File: src/rtl/psc_pkg.sv
// ----------------------------------------------------------------------------
// Priority sorted conflict list: shared types and constants
// Transfer payloads, the memory request and read types, and the request codes.
// ----------------------------------------------------------------------------
package psc_pkg;

    localparam int ID_W       = 16;
    localparam int PRIO_W     = 32;
    localparam int CNT_W      = 5;
    localparam int MAX_ADDR_W = 6;

    localparam logic KIND_PUSH   = 1'b0;
    localparam logic KIND_REMOVE = 1'b1;

    typedef struct packed {
        logic                     kind;
        logic [ID_W-1:0]          node_id;
        logic signed [PRIO_W-1:0] priority_req;
    } t_in_item;

    typedef struct packed {
        logic                     front_valid;
        logic [ID_W-1:0]          front_id;
        logic signed [PRIO_W-1:0] front_priority;
        logic [CNT_W-1:0]         front_ties;
        logic [CNT_W-1:0]         entry_count;
        logic                     dropped_full;
        logic                     was_duplicate;
        logic                     was_absent;
    } t_out_item;

    typedef struct packed {
        logic                     we;
        logic [MAX_ADDR_W-1:0]    wr_addr;
        logic [MAX_ADDR_W-1:0]    rd_addr;
        logic [ID_W-1:0]          wr_id;
        logic signed [PRIO_W-1:0] wr_prio;
    } t_mem_req;

    typedef struct packed {
        logic [ID_W-1:0]          id;
        logic signed [PRIO_W-1:0] prio;
    } t_mem_rd;

endpackage

File: src/rtl/psc_store.sv
// ----------------------------------------------------------------------------
// Priority sorted conflict list: entry store
// Single write port, single registered read port memory for identifiers and
// priorities.
// ----------------------------------------------------------------------------
module psc_store #(
    parameter int DEPTH = 16,
    parameter int IDW   = 16
) (
    input  logic              i_clk,
    input  psc_pkg::t_mem_req i_req,
    output psc_pkg::t_mem_rd  o_rd
);

    localparam int AW = (DEPTH > 1) ? $clog2(DEPTH) : 1;

    logic [IDW-1:0]                    r_mem_id [DEPTH];
    logic signed [psc_pkg::PRIO_W-1:0] r_mem_pr [DEPTH];
    psc_pkg::t_mem_rd                  r_rd;

    always_ff @(posedge i_clk) begin
        if (i_req.we) begin
            r_mem_id[i_req.wr_addr[AW-1:0]] <= i_req.wr_id[IDW-1:0];
            r_mem_pr[i_req.wr_addr[AW-1:0]] <= i_req.wr_prio;
        end
        r_rd.id   <= psc_pkg::ID_W'(r_mem_id[i_req.rd_addr[AW-1:0]]);
        r_rd.prio <= r_mem_pr[i_req.rd_addr[AW-1:0]];
    end

    assign o_rd = r_rd;

endmodule

File: src/rtl/psc_ctrl.sv
// ----------------------------------------------------------------------------
// Priority sorted conflict list: sequencer
// Scans the store, shifts entries to insert or
// remove, then walks the head run to build the result.
// ----------------------------------------------------------------------------
module psc_ctrl #(
    parameter int DEPTH = 16,
    parameter int IDW   = 16
) (
    input  logic               i_clk,
    input  logic               i_rst_n,
    input  logic               i_valid,
    output logic               o_ready,
    input  psc_pkg::t_in_item  i_item,
    input  logic               i_slot_free,
    output logic               o_done,
    output psc_pkg::t_out_item o_result,
    output psc_pkg::t_mem_req  o_req,
    input  psc_pkg::t_mem_rd   i_rd
);

    localparam int AW = (DEPTH > 1) ? $clog2(DEPTH) : 1;
    localparam int CW = $clog2(DEPTH + 1);

    typedef enum logic [3:0] {
        S_IDLE,
        S_SCAN,
        S_SCAN_CMP,
        S_DECIDE,
        S_INS,
        S_INS_WR,
        S_DEL,
        S_DEL_WR,
        S_TIES,
        S_TIES_CMP,
        S_DONE
    } t_state;

    t_state                            r_state;
    logic                              r_kind;
    logic [psc_pkg::ID_W-1:0]          r_id;
    logic signed [psc_pkg::PRIO_W-1:0] r_prio;
    logic [CW-1:0]                     r_i;
    logic [CW-1:0]                     r_count;
    logic                              r_found;
    logic [CW-1:0]                     r_pos;
    logic                              r_at_found;
    logic [CW-1:0]                     r_at;
    logic                              r_dup;
    logic                              r_drop;
    logic                              r_absent;
    logic [psc_pkg::ID_W-1:0]          r_front_id;
    logic signed [psc_pkg::PRIO_W-1:0] r_front_prio;
    logic [CW-1:0]                     r_ties;

    function automatic logic [psc_pkg::MAX_ADDR_W-1:0] to_addr(input logic [CW-1:0] v);
        return psc_pkg::MAX_ADDR_W'(v[AW-1:0]);
    endfunction

    always_comb begin
        o_req = '0;
        unique case (r_state)
            S_SCAN, S_TIES: begin
                o_req.rd_addr = to_addr(r_i);
            end
            S_INS: begin
                if (r_i == r_at) begin
                    o_req.we      = 1'b1;
                    o_req.wr_addr = to_addr(r_at);
                    o_req.wr_id   = r_id;
                    o_req.wr_prio = r_prio;
                end else begin
                    o_req.rd_addr = to_addr(CW'(r_i - 1'b1));
                end
            end
            S_DEL: begin
                o_req.rd_addr = to_addr(CW'(r_i + 1'b1));
            end
            S_INS_WR, S_DEL_WR: begin
                o_req.we      = 1'b1;
                o_req.wr_addr = to_addr(r_i);
                o_req.wr_id   = i_rd.id;
                o_req.wr_prio = i_rd.prio;
            end
            default: begin
            end
        endcase
    end

    always_ff @(posedge i_clk) begin
        if (!i_rst_n) begin
            r_state <= S_IDLE;
            r_count <= '0;
        end else begin
            unique case (r_state)
                S_IDLE: begin
                    if (i_valid) begin
                        r_kind     <= i_item.kind;
                        r_id       <= psc_pkg::ID_W'(i_item.node_id[IDW-1:0]);
                        r_prio     <= i_item.priority_req;
                        r_i        <= '0;
                        r_found    <= 1'b0;
                        r_pos      <= '0;
                        r_at_found <= 1'b0;
                        r_at       <= r_count;
                        r_dup      <= 1'b0;
                        r_drop     <= 1'b0;
                        r_absent   <= 1'b0;
                        r_state    <= S_SCAN;
                    end
                end
                S_SCAN: begin
                    r_state <= (r_i == r_count) ? S_DECIDE : S_SCAN_CMP;
                end
                S_SCAN_CMP: begin
                    if (!r_found && i_rd.id == r_id) begin
                        r_found <= 1'b1;
                        r_pos   <= r_i;
                    end
                    if (!r_at_found && r_prio < i_rd.prio) begin
                        r_at_found <= 1'b1;
                        r_at       <= r_i;
                    end
                    r_i     <= CW'(r_i + 1'b1);
                    r_state <= S_SCAN;
                end
                S_DECIDE: begin
                    r_ties       <= '0;
                    r_front_id   <= '0;
                    r_front_prio <= '0;
                    r_dup        <= (r_kind == psc_pkg::KIND_PUSH) && r_found;
                    r_drop       <= (r_kind == psc_pkg::KIND_PUSH) && !r_found &&
                                    (r_count == CW'(DEPTH));
                    r_absent     <= (r_kind == psc_pkg::KIND_REMOVE) && !r_found;
                    if (r_kind == psc_pkg::KIND_PUSH && !r_found &&
                        r_count != CW'(DEPTH)) begin
                        r_i     <= r_count;
                        r_state <= S_INS;
                    end else if (r_kind == psc_pkg::KIND_REMOVE && r_found) begin
                        r_i     <= r_pos;
                        r_state <= S_DEL;
                    end else begin
                        r_i     <= '0;
                        r_state <= S_TIES;
                    end
                end
                S_INS: begin
                    if (r_i == r_at) begin
                        r_count <= CW'(r_count + 1'b1);
                        r_i     <= '0;
                        r_state <= S_TIES;
                    end else begin
                        r_state <= S_INS_WR;
                    end
                end
                S_INS_WR: begin
                    r_i     <= CW'(r_i - 1'b1);
                    r_state <= S_INS;
                end
                S_DEL: begin
                    if (r_i == CW'(r_count - 1'b1)) begin
                        r_count <= CW'(r_count - 1'b1);
                        r_i     <= '0;
                        r_state <= S_TIES;
                    end else begin
                        r_state <= S_DEL_WR;
                    end
                end
                S_DEL_WR: begin
                    r_i     <= CW'(r_i + 1'b1);
                    r_state <= S_DEL;
                end
                S_TIES: begin
                    r_state <= (r_i == r_count) ? S_DONE : S_TIES_CMP;
                end
                S_TIES_CMP: begin
                    if (r_i == '0) begin
                        r_front_id   <= i_rd.id;
                        r_front_prio <= i_rd.prio;
                        r_ties       <= CW'(1);
                        r_i          <= CW'(1);
                        r_state      <= S_TIES;
                    end else if (i_rd.prio == r_front_prio) begin
                        r_ties  <= CW'(r_ties + 1'b1);
                        r_i     <= CW'(r_i + 1'b1);
                        r_state <= S_TIES;
                    end else begin
                        r_state <= S_DONE;
                    end
                end
                S_DONE: begin
                    if (i_slot_free) begin
                        r_state <= S_IDLE;
                    end
                end
                default: begin
                    r_state <= S_IDLE;
                end
            endcase
        end
    end

    assign o_ready = (r_state == S_IDLE);
    assign o_done  = (r_state == S_DONE) && i_slot_free;

    always_comb begin
        o_result                = '0;
        o_result.front_valid    = (r_count != '0);
        o_result.front_id       = r_front_id;
        o_result.front_priority = r_front_prio;
        o_result.front_ties     = psc_pkg::CNT_W'(r_ties);
        o_result.entry_count    = psc_pkg::CNT_W'(r_count);
        o_result.dropped_full   = r_drop;
        o_result.was_duplicate  = r_dup;
        o_result.was_absent     = r_absent;
    end

endmodule

File: src/rtl/priority_sorted_conflict_list_unit.sv
// ----------------------------------------------------------------------------
// Priority sorted conflict list unit
// Ordered list of requester identifiers by signed priority with duplicate
// suppression, one result transfer per request transfer.
// ----------------------------------------------------------------------------
// Each request is taken in, then the N held entries are scanned and a decision
// is made, then the M entries behind the insertion or removal point are shifted
// (none for a duplicate, a full store or an absent entry), then the T leading
// entries that share the head priority are walked, and the result is handed
// to the output register; every step goes through the single read and single
// write port of the entry store. The input is ready only while the sequencer
// is idle, but it is ready again while the previous result still waits in the
// output register; the sequencer holds in its last step while that register
// still holds a result that has not been taken.
module priority_sorted_conflict_list_unit #(
    parameter int DEPTH        = 16,
    parameter int NODE_ID_BITS = 16
) (
    input  logic               i_clk,
    input  logic               i_rst_n,
    input  logic               i_valid,
    output logic               o_ready,
    input  psc_pkg::t_in_item  i_item,
    output logic               o_valid,
    input  logic               i_ready,
    output psc_pkg::t_out_item o_result
);

    localparam int IDW = (NODE_ID_BITS < psc_pkg::ID_W) ? NODE_ID_BITS : psc_pkg::ID_W;

    psc_pkg::t_mem_req  mem_req;
    psc_pkg::t_mem_rd   mem_rd;
    psc_pkg::t_out_item result;
    logic               done;
    logic               slot_free;
    logic               r_out_valid;
    psc_pkg::t_out_item r_out;

    assign slot_free = !r_out_valid || i_ready;

    psc_ctrl #(
        .DEPTH (DEPTH),
        .IDW   (IDW)
    ) u_ctrl (
        .i_clk       (i_clk),
        .i_rst_n     (i_rst_n),
        .i_valid     (i_valid),
        .o_ready     (o_ready),
        .i_item      (i_item),
        .i_slot_free (slot_free),
        .o_done      (done),
        .o_result    (result),
        .o_req       (mem_req),
        .i_rd        (mem_rd)
    );

    psc_store #(
        .DEPTH (DEPTH),
        .IDW   (IDW)
    ) u_store (
        .i_clk (i_clk),
        .i_req (mem_req),
        .o_rd  (mem_rd)
    );

    always_ff @(posedge i_clk) begin
        if (!i_rst_n) begin
            r_out_valid <= 1'b0;
        end else if (done) begin
            r_out_valid <= 1'b1;
        end else if (i_ready) begin
            r_out_valid <= 1'b0;
        end
    end

    always_ff @(posedge i_clk) begin
        if (done) begin
            r_out <= result;
        end
    end

    assign o_valid  = r_out_valid;
    assign o_result = r_out;

endmodule

File: config.mk
export PLATFORM = sky130hd
export DESIGN_NAME = priority_sorted_conflict_list_unit
export DESIGN_NICKNAME = d
export VERILOG_FILES = /design/src/rtl/psc_pkg.sv /design/src/rtl/psc_store.sv /design/src/rtl/psc_ctrl.sv /design/src/rtl/priority_sorted_conflict_list_unit.sv
export SDC_FILE = /design/constraint.sdc
export NUM_CORES = 1
export LEC_CHECK = 0
export ABC_AREA = 1
export BUFFER_PORTS_ARGS = -buffer_cell sky130_fd_sc_hd__buf_2
export CAP_MARGIN = 5
export CORE_MARGIN = 8
export CORE_UTILIZATION = 37
export CTS_CLUSTER_SIZE = 14
export DETAILED_ROUTE_END_ITERATION = 7
export SYNTH_ARGS = -nofsm -noshare
export SYNTH_HDL_FRONTEND = slang
export SYNTH_SLANG_ARGS = --single-unit
File: constraint.sdc
create_clock -name i_clk -period 11.1 [get_ports i_clk]
set_input_delay 0 -clock i_clk [delete_from_list [all_inputs] [get_ports i_clk]]
set_output_delay 0 -clock i_clk [all_outputs]
set_load 0.05 [all_outputs]
After elaboration in Yosys (flattened, before gate mapping)
Memories as Yosys holds them, arrays and structs flattened. A register that Yosys moved wholly into a read port is not among the register bits.
Index checks and enable logic that the tools add are counted.
- register bits after elaboration: 194
- bits in writable memories: 768
- output and inout bits: 64
- logic and storage cells: 145
- memories: 2
- add/subtract/negate cells: 5
- $lt $le $gt $ge: 1
- eq/ne operators: 25
- multiplexer cells: 52
- bitwise operators: 1
- reduce and logical (&&, ||, !) cells: 34
- memories (memory ; depth ; bits a word ; rd ports ; clocked after memory_dff ; write ports ; RTL line ; RTL):
    u_store.r_mem_pr ; 16 ; 32 ; 1 ; 1 ; 1 ; psc_store.sv:18 ; logic signed [psc_pkg::PRIO_W-1:0] r_mem_pr [DEPTH];
    u_store.r_mem_id ; 16 ; 16 ; 1 ; 1 ; 1 ; psc_store.sv:17 ; logic [IDW-1:0] r_mem_id [DEPTH];
- operators with widths (kind ; number):
    $pmux 48 s2 ; 1
    $mux 5 ; 14
    $pmux 32 s2 ; 1
    $mux 48 ; 1
    $pmux 4 s11 ; 1
    $pmux 5 s2 ; 4
    $pmux 5 s7 ; 1
    $eq 32x32->1 ; 1
    $lt 32x32->1 ; 1
    $mux 32 ; 1
    $mux 4 ; 8
    $pmux 16 s2 ; 1
    $eq 16x16->1 ; 1
    $eq 4x3->1 const B ; 4
    $mux 16 ; 1
    $add 5x1->5 const B ; 3
    $eq 5x5->1 ; 3
    $reduce_and 3->1 ; 5
    $pmux 7 s2 ; 1
    $eq 4x4->1 const B ; 3
    $ne 2x1->1 const B ; 6
    $pmux 4 s3 ; 1
    $pmux 1 s2 ; 5
    $reduce_bool 2->1 ; 5
    22 further kinds ; 45

Longest topological paths before layout
Gate-level depths: netlist of the first run.
- depth after elaboration: 5
- depth in mapped cells: 17

Hierarchy
Synthesis of the first run repeated with hierarchy kept, for this count alone.
- cell total of the unflattened synthesis: 4041
- area, all modules: 43211.4 sq um
- by module, submodules not included (module ; instances ; cells each ; area an instance (sq um) ; sequential area each (sq um)):
    psc_store ; 1 ; 3167 ; 33947.6 ; 24023.0
    psc_ctrl ; 1 ; 806 ; 7355.8 ; 3843.7
    priority_sorted_conflict_list_unit ; 1 ; 68 ; 1908.1 ; 1881.8

Worst setup path after synthesis of the first run
Ideal clock, no wire load.
- kind: register to register
- start point: register r_out_valid, in the netlist o_valid
- end point: register r_out, in the netlist o_result[0], enable pin
- setup time: 639 ps
- data arrival time: 6557 ps
- required time: 10461 ps
- setup slack: 3904 ps
- stages on the path, launching flop included: 4
- buffers on the path: 0
- period minus slack after synthesis: 7196 ps
- path through: dfxtp_1 > inv_1 > nor2_1 > nor4_1
- longest elaborated chain between the ends: 3
- RTL lines (element ; RTL line ; RTL):
    from (decl) ; priority_sorted_conflict_list_unit.sv:36 ; logic r_out_valid;
    from (signal assigned) ; priority_sorted_conflict_list_unit.sv:68 ; r_out_valid <= 1'b0;
    from (signal assigned) ; priority_sorted_conflict_list_unit.sv:70 ; r_out_valid <= 1'b1;
    from (signal assigned) ; priority_sorted_conflict_list_unit.sv:72 ; r_out_valid <= 1'b0;
    $logic_not 1->1 ; priority_sorted_conflict_list_unit.sv:39 ; assign slot_free = !r_out_valid || i_ready;
    $logic_or 1x1->1 ; priority_sorted_conflict_list_unit.sv:39 ;
    $logic_and 1x1->1 ; psc_ctrl.sv:204 ; assign o_done = (r_state == S_DONE) && i_slot_free;
    net done ; priority_sorted_conflict_list_unit.sv:34 ; logic done;
    to (signal assigned) ; priority_sorted_conflict_list_unit.sv:78 ; r_out <= result;
    to (decl) ; priority_sorted_conflict_list_unit.sv:37 ; psc_pkg::t_out_item r_out;
The timed path passes the listed nets, and every way through them passes these cells.
A chain may end at the register's enable or synchronous reset.

Worst setup path after layout of the first run
- start point: register u_ctrl.r_i[0]
- end point: register, netlist name u_store.o_rd[9]
- longest elaborated chain between the ends: 3
- elaborated cells on any way between the ends: 5
- those cells by class: add/sub: 2; eq/ne: 1; mux: 2
- RTL lines (element ; RTL line ; RTL):
    from (decl) ; psc_ctrl.sv:43 ; logic [CW-1:0] r_i;
    from (signal assigned) ; psc_ctrl.sv:124 ; r_i <= CW'(r_i + 1'b1);
    from (signal assigned) ; psc_ctrl.sv:137 ; r_i <= r_count;
    from (signal assigned) ; psc_ctrl.sv:140 ; r_i <= r_pos;
    $sub 5x1->5 / $eq 5x5->1 (equally long branches) ; psc_ctrl.sv:73, psc_ctrl.sv:67 ;
    $mux 4 ; psc_ctrl.sv:67 ; if (r_i == r_at) begin
    $pmux 4 s3 * ; psc_ctrl.sv:62 ; unique case (r_state)
Every way passes the cells marked *; elsewhere a longest branch is shown, timed or not.

==> results of run 1 <==
critical path: cells and delay by family (launching register included):
kind	cells	cell delay [ns]
simple gates	12	1.76
buf+inv	3	1.81
flops	1	0.56
how the worst max path moves through the flow:
stage	slack (ns)	to	startpoint
floorplan	3.90	o_result[0]	o_valid
global placement	6.78	u_store.o_rd[18]	u_ctrl.r_i[0]
detailed placement	6.78	u_store.o_rd[9]	u_ctrl.r_i[2]
CTS	6.75	u_store.o_rd[9]	u_ctrl.r_i[0]
global route	6.40	u_store.o_rd[47]	u_ctrl.r_i[0]
finish	6.73	u_store.o_rd[9]	u_ctrl.r_i[0]
layer usage:
metal  part of all wire [%]  wire (microns)  global-route usage (%)  vias to the layer above
met3                    7.3            8153                   2.841                      177
met5                      0               0                       0                        -
met4                    2.4            2671                   5.162                        0
li1                       -               -                       -                    12750
met2                     48           53290                   28.97                     1036
met1                     43           47620                   24.15                    13490
power by group through the flow:
stage                     registers, mW  logic [mW]  clock network [mW]
final                              4.28       0.935                3.36
after CTS                          4.28       0.936                3.42
after global placement             4.36       0.915                   0
after detailed placement           4.36       0.918                   0
after floorplan                    4.33       0.660                   0
after global routing               4.29        1.03                3.58
cell families after synthesis:
family	after synthesis	synth area share [%]
AND/OR/NAND/NOR	1934	20.73
flip-flops	1010	71.60
buffers and inverters	338	3.761
AO/OA/AOI/OAI	121	1.686
XOR/XNOR	54	1.138
adder cells (fa/ha/maj)	36	1.084
per-stage QoR:
stage / util (%) / total power [mW] / area, sq um
after floorplan: - / 4.991 / 41550
after global placement: 39.03 / 5.274 / 43670
after detailed placement: 39.03 / 5.278 / 43670
after CTS: 42.43 / 8.640 / 47470
after global routing: 42.43 / 8.897 / 47480
final: 42.44 / 8.575 / 47480
sequential cells by signal, summed over array words and instances, names as in the netlist, 4 cells and up:
signal and count:
u_ctrl.r_at 5, u_ctrl.r_count 5, u_store.r_mem_pr 512, u_ctrl.r_ties 5, u_ctrl.r_front_id 16, u_ctrl.r_i 5, u_store.o_rd 48, u_store.r_mem_id 256
u_ctrl.r_pos 5, u_ctrl.r_id 16, u_ctrl.r_prio 32, u_ctrl.r_front_prio 32, o_result 62, u_ctrl.r_state 4
synthesized netlist by cell type (10+ instances only):
| master | number |
|---|---|
| o22ai_1 | 13 |
| ha_1 | 36 |
| inv_1 | 106 |
| dfxtp_1 | 58 |
| nor2_1 | 118 |
| buf_4 | 22 |
| buf_2 | 139 |
| edfxtp_1 | 952 |
| nand4_1 | 10 |
| xnor2_1 | 32 |
| clkbuf_1 | 43 |
| nand2_1 | 785 |
| o21ai_0 | 58 |
| inv_2 | 11 |
| nand3_1 | 988 |
| a21oi_1 | 24 |
| xor2_1 | 22 |
cell type report:
type	instances	share of cell area (%)
clock inverters	52	1.020
multi-input cells	2145	21.97
well taps	1500	3.953
diodes	1	0.005271
inverters	120	0.9540
repair buffers	243	3.589
flip-flops and latches	1010	62.66
clock buffers	138	5.856
==> impl_results.md, run 1 <==
* Status: finished, final reports clean
* Hold Buf Count CTS at 53
* Crit Path Class: flip-flop to flip-flop
* Sequential share of power at 49.9%
* Period utilization at 39.38%
* Top-area cell type share of the netlist area at 68.80%
* Register area share after synthesis at 71.60%
* Die width at 351.1 microns
* CP Cell Sequence: inv_2 > nand2_1 > nand2_1 > nor2_1 > nand3_1 > nand2_2 > nand2_8 > buf_4 > buf_4 > nand3_1 > nand3_1 > nand3_1 > nand2_1 > nand2_1 > nand2_1
* WL per Instance at between 20 and 25 microns
* Multi-input logic area at about 10000 sq um
* Ranking of synthesized cells by area: edfxtp_1, nand3_1, nand2_1, dfxtp_1, buf_2
* Initial Utilization at 37.14%
* EDFF count, synth at around 950
* CP max stage delay at 0.84 ns
* Most frequent cells in the layout: nand3_1, edfxtp_1, nand2_1
* Global-route wire length before repair at 166400 microns
* Die Height at 351.1 microns
* CTS tree: built
* FILL cells at 10330
* DRT iter0 DRCs at about 2800
* Clk_lat worst skew at 0.67 ns
* Max cap viols at 0
* GRT Total Usage at approximately 18%
* Hold Fails Final Rpt at 0
* Root buffer cell: clkbuf_16
* Share of cells above drive strength 1 at 10.41%
* Crit path max fanout at 138
* Syn avg cell area at 11.90 sq um
* Num Clock Sinks at 1010
* RSZ-0062 raised after global routing: false
* Post-synth top flop: edfxtp_1
* Clock Skews at 0.02713 ns
* Relative slew slack at 11.04%
* # H-tree levels at 3
* PD cells at approximately 180 nW/um^2
* DR vias at roughly 27000
* Cells resized by post-CTS repair at 0
* Critical Path End Type: flip-flop
* Syn Inst Count at 3493
* Reg2Reg Launch Point: u_ctrl.r_i[0]
* Crit-path slowest cell: buf_4
* DRC viols at 0
* Gpl congestion at 0.8401
* Synth-to-layout area growth at 14.27%
* Worst setup SP type: flip-flop
* Post-place setup slack at 6.778 ns
* # nets final at 3712
* Switching share of total power at 25.60%
* Routed WL at between 100000 and 150000 microns
* Distinct cells, synth at 38
* Inserted Clock Buffers at roughly 100
* Worst hold start: i_item[7]
* #FFs+latches synth at 1010
* Cell mode on critical path: nand2_1
* Req. time, crit path at 11.67 ns
* Slew @ Worst Pin at around 1.3 ns
* Worst VDD drop at approximately 0.12 mV
* Clock share of power at 39.2%
* Int Pwr at 6.380 mW
* Synth Net Count at 3582
* Synthesis warning total at 0
* Core ar. at between 100000 and 150000 sq um
* Vias per cell at 5.269
* Reg-to-Reg End: u_store.o_rd[9]
* Reg2reg setup slack at between 6 and 7 ns
* Vias in the first global route at 26230
* Post-synthesis cell area at 41550 sq um
* Async SR Flop Fraction at 0%
* Setup violations, final at 0
* Total net switching power at 2.196 mW
* Dpl cells at 4964
* HPWL Detailed at 56930 microns
* Gr ovfl total at 0
* Initial antenna violation count at 3
* DIE AREA at 123300 sq um
* Yosys top cell by area: edfxtp_1
* Max-slew violations at 0
* Antenna viol nets, final at 0
* Fmax at 228.8 MHz
* Hold path cells at 2
* Minimum clock period at 4.371 ns
* Clock buffer depth at 3
* Std-Cell Rows at 123
* # IOs at 117
* Min-delay worst type: input port to flip-flop
* FF+latch area at 29750 sq um
* Layout Cells excl Fill at 5209
* Worst Reg-to-Reg Cells at 15
* Worst path arrival time at between 4 and 5 ns
* Clk pin slew, worst setup/hold paths at 0.06 ns
* Setup TNS at 0 ns
* LEAKAGE at ~18 nW
* Most common cell after layout, fill and taps aside: nand3_1
* I/O Buffers at 116
* Comb power frac at a little over a tenth
* Post-route worst setup slack at 6.729 ns
* Post CTS Setup Buffer Count at 0
* Hold Path End: u_ctrl.r_prio[7]
* Largest net degree at the start of global routing at about 210
* Drt first pass iters at 6
* Fin Hold WS at ~0.038 ns
No activity file was read; power rests on OpenSTA's default activity.
==> run 2, diff against run 1 <==
==> constraint.sdc (replaced) <==
create_clock -name i_clk -period 4 [get_ports i_clk]
set_input_delay 0 -clock i_clk [delete_from_list [all_inputs] [get_ports i_clk]]
set_output_delay 0 -clock i_clk [all_outputs]
set_load 0.05 [all_outputs]
==> run 2 against run 1 <==
- non-clock buffer count grew 56
- critical path depth fell by 5
- setup slack worse by 5.9 ns
- first-iteration DRC count increased by 3.9%
- clock power rose to 2.9 times the previous value
- critical path type unchanged
- largest cell class unchanged
- largest power group unchanged
- highest routed layer unchanged
==> impl_results.md, run 2 (same netlist as run 1, synthesis figures left out) <==
* Req. time, crit path at around 4.3 ns
* Relative slew slack at 19.13%
* CP max stage delay at 0.53 ns
* DR vias at 27640
* Clk pin slew, worst setup/hold paths at 0.06 ns
* Min-delay worst type: input port to flip-flop
* Crit-path slowest cell: buf_4
* Share of cells above drive strength 1 at 11.73%
* Most common cell after layout, fill and taps aside: nand3_1
* Fmax at roughly 320 MHz
* Max-slew violations at 0
* Clk_lat worst skew at 0.71 ns
* Max reg flops at 512
* Routed WL at 112700 microns
* WL per Instance at 21.38 microns
* Vias in the first global route at 26870
* Slew @ Worst Pin at between 1 and 1.5 ns
* Comb power frac at 11.2%
* Post CTS Setup Buffer Count at 0
* Worst VDD drop at 0.3358 mV
* Global-route wire length before repair at 169300 microns
* Synth-to-layout area growth at 16.68%
* Worst hold start: i_item[45]
* Switching share of total power at 25.87%
* Initial Utilization at 37.14%
* Die Height at 351.1 microns
* Root buffer cell: clkbuf_16
* Total net switching power at 6.278 mW
* Crit Path Class: flip-flop to flip-flop
* CTS tree: built
* Reg2Reg Launch Point: u_ctrl.r_state[2]
* Cells resized by post-CTS repair at 0
* Initial antenna violation count at 0
* PD cells at 500.5 nW/um^2
* Status: finished, final reports clean
* DRC viols at 0
* Num Clock Sinks at about 1000
* FILL cells at just over 10000
* Drt first pass iters at 6
* DRT iter0 DRCs at 2870
* Final core utilization at 43.33%
* Std-Cell Rows at 123
* Critical Path End Type: flip-flop
* Max cap viols at 0
* Hold Buf Count CTS at 74
* Overall Power at 24.26 mW
* Gpl congestion at between 0.8 and 0.9
* GRT Total Usage at 17.88%
* CP Cell Sequence: inv_2 > nor2_1 > nand2_1 > nor2_1 > nand4_1 > o22ai_1 > inv_1 > or2_2 > nor2_4 > buf_4
* Minimum clock period at 3.158 ns
* Crit path max fanout at 33
* Antenna viol nets, final at 0
* Worst path arrival time at 3.48 ns
* RSZ-0062 raised after global routing: false
* # IOs at 117
* Hold Fails Final Rpt at 0
* Clock buffer depth at 3
* Clock Skews at between 0.03 and 0.04 ns
* Cell mode on critical path: nor2_1
* Gr ovfl total at 0
* Clock share of power at 39.9%
* Die width at between 300 and 400 microns
* Int Pwr at 17.99 mW
* Most frequent cells in the layout: nand3_1, edfxtp_1, nand2_1
* # nets final at 3768
* Vias per cell at 5.245
* LEAKAGE at 18.82 nW
* Worst setup SP type: flip-flop
* Largest net degree at the start of global routing at 205
* HPWL Detailed at 58630 microns
* Sequential share of power at 48.9%
* Inserted Clock Buffers at slightly above 100
* Core ar. at 111900 sq um
* I/O Buffers at 116
* Period utilization at 78.96%
* # H-tree levels at 3
* DIE AREA at between 100000 and 150000 sq um
* Fin Hold WS at 0.02462 ns
* Setup violations, final at 0
* Setup crit start: u_ctrl.r_state[2]
[run 2: changes by cell type in the layout (fill, tap and decap cells not counted), moves of 8 or more]
| cell | previous run | this run |
|---|---|---|
| clkinv_2 | 14 | 24 |
| clkinv_1 | 20 | 12 |
| clkbuf_1 | 29 | 21 |
| buf_12 | 3 | 30 |
| clkbuf_8 | 5 | 15 |
| dlygate4sd3_1 | 53 | 74 |
[run 2: layer usage]
| metal | part of all wire (%) | vias up | track usage [%] |
|---|---|---|---|
| met2 | 48 | 1028 | 29.43 |
| li1 | - | 12840 | - |
| met4 | 2.6 | 0 | 5.337 |
| met5 | 0 | - | 0 |
| met1 | 43 | 13580 | 24.55 |
| met3 | 6.9 | 189 | 2.646 |
[run 2: power groups by stage]
stage | sequential [mW] | combinational, mW | clock [mW]
4_1_cts | 11.9 | 2.71 | 9.85
3_5_place_dp | 12.1 | 2.64 | 0
2_1_floorplan | 12.0 | 1.83 | 0
3_3_place_gp | 12.1 | 2.64 | 0
5_1_grt | 11.9 | 2.97 | 10.3
6_report | 11.9 | 2.71 | 9.69
[run 2: area by class of cell]
| type | instances | area [sq um] | share of cell area (%) |
|---|---|---|---|
| clock inverter | 55 | 556.8 | 1.148 |
| clock buffer | 140 | 2888 | 5.956 |
| timing repair buffer | 299 | 2512 | 5.182 |
| tap | 1500 | 1877 | 3.871 |
| inverter | 120 | 452.9 | 0.9342 |
| sequential | 1010 | 29750 | 61.36 |
| multi-input combinational | 2145 | 10440 | 21.54 |
| antenna | 1 | 2.502 | 0.005162 |
[run 2: final timing paths]
kind,end,slack [ns],cells after the start
worst max-delay path,u_store.r_mem_id[13][13],0.84,10
worst min-delay path,u_ctrl.r_id[13],0.02,2
worst max register to register,u_store.r_mem_id[13][13],0.84,10
worst min register to register,o_result[58],0.42,0
[run 2: through the flow]
step	instances	worst slack, ns	setup TNS [ns]	instance area [sq um]
after global placement	4999	0.8592	0	44290
after floorplan	3493	-0.5413	-34.13	41580
after global routing	5269	0.6887	0	48480
after detailed placement	5000	0.8836	0	44290
final	5270	0.8416	0	48480
after CTS	5269	0.8497	0	48480
[run 2: critical path, delay by kind of cell, from the launching register on]
family	cells	cell delay, ns
and+or+nand+nor	6	1.31
buffers and inverters	3	0.70
DFF	1	0.41
AOI/OAI and AO/OA	1	0.33
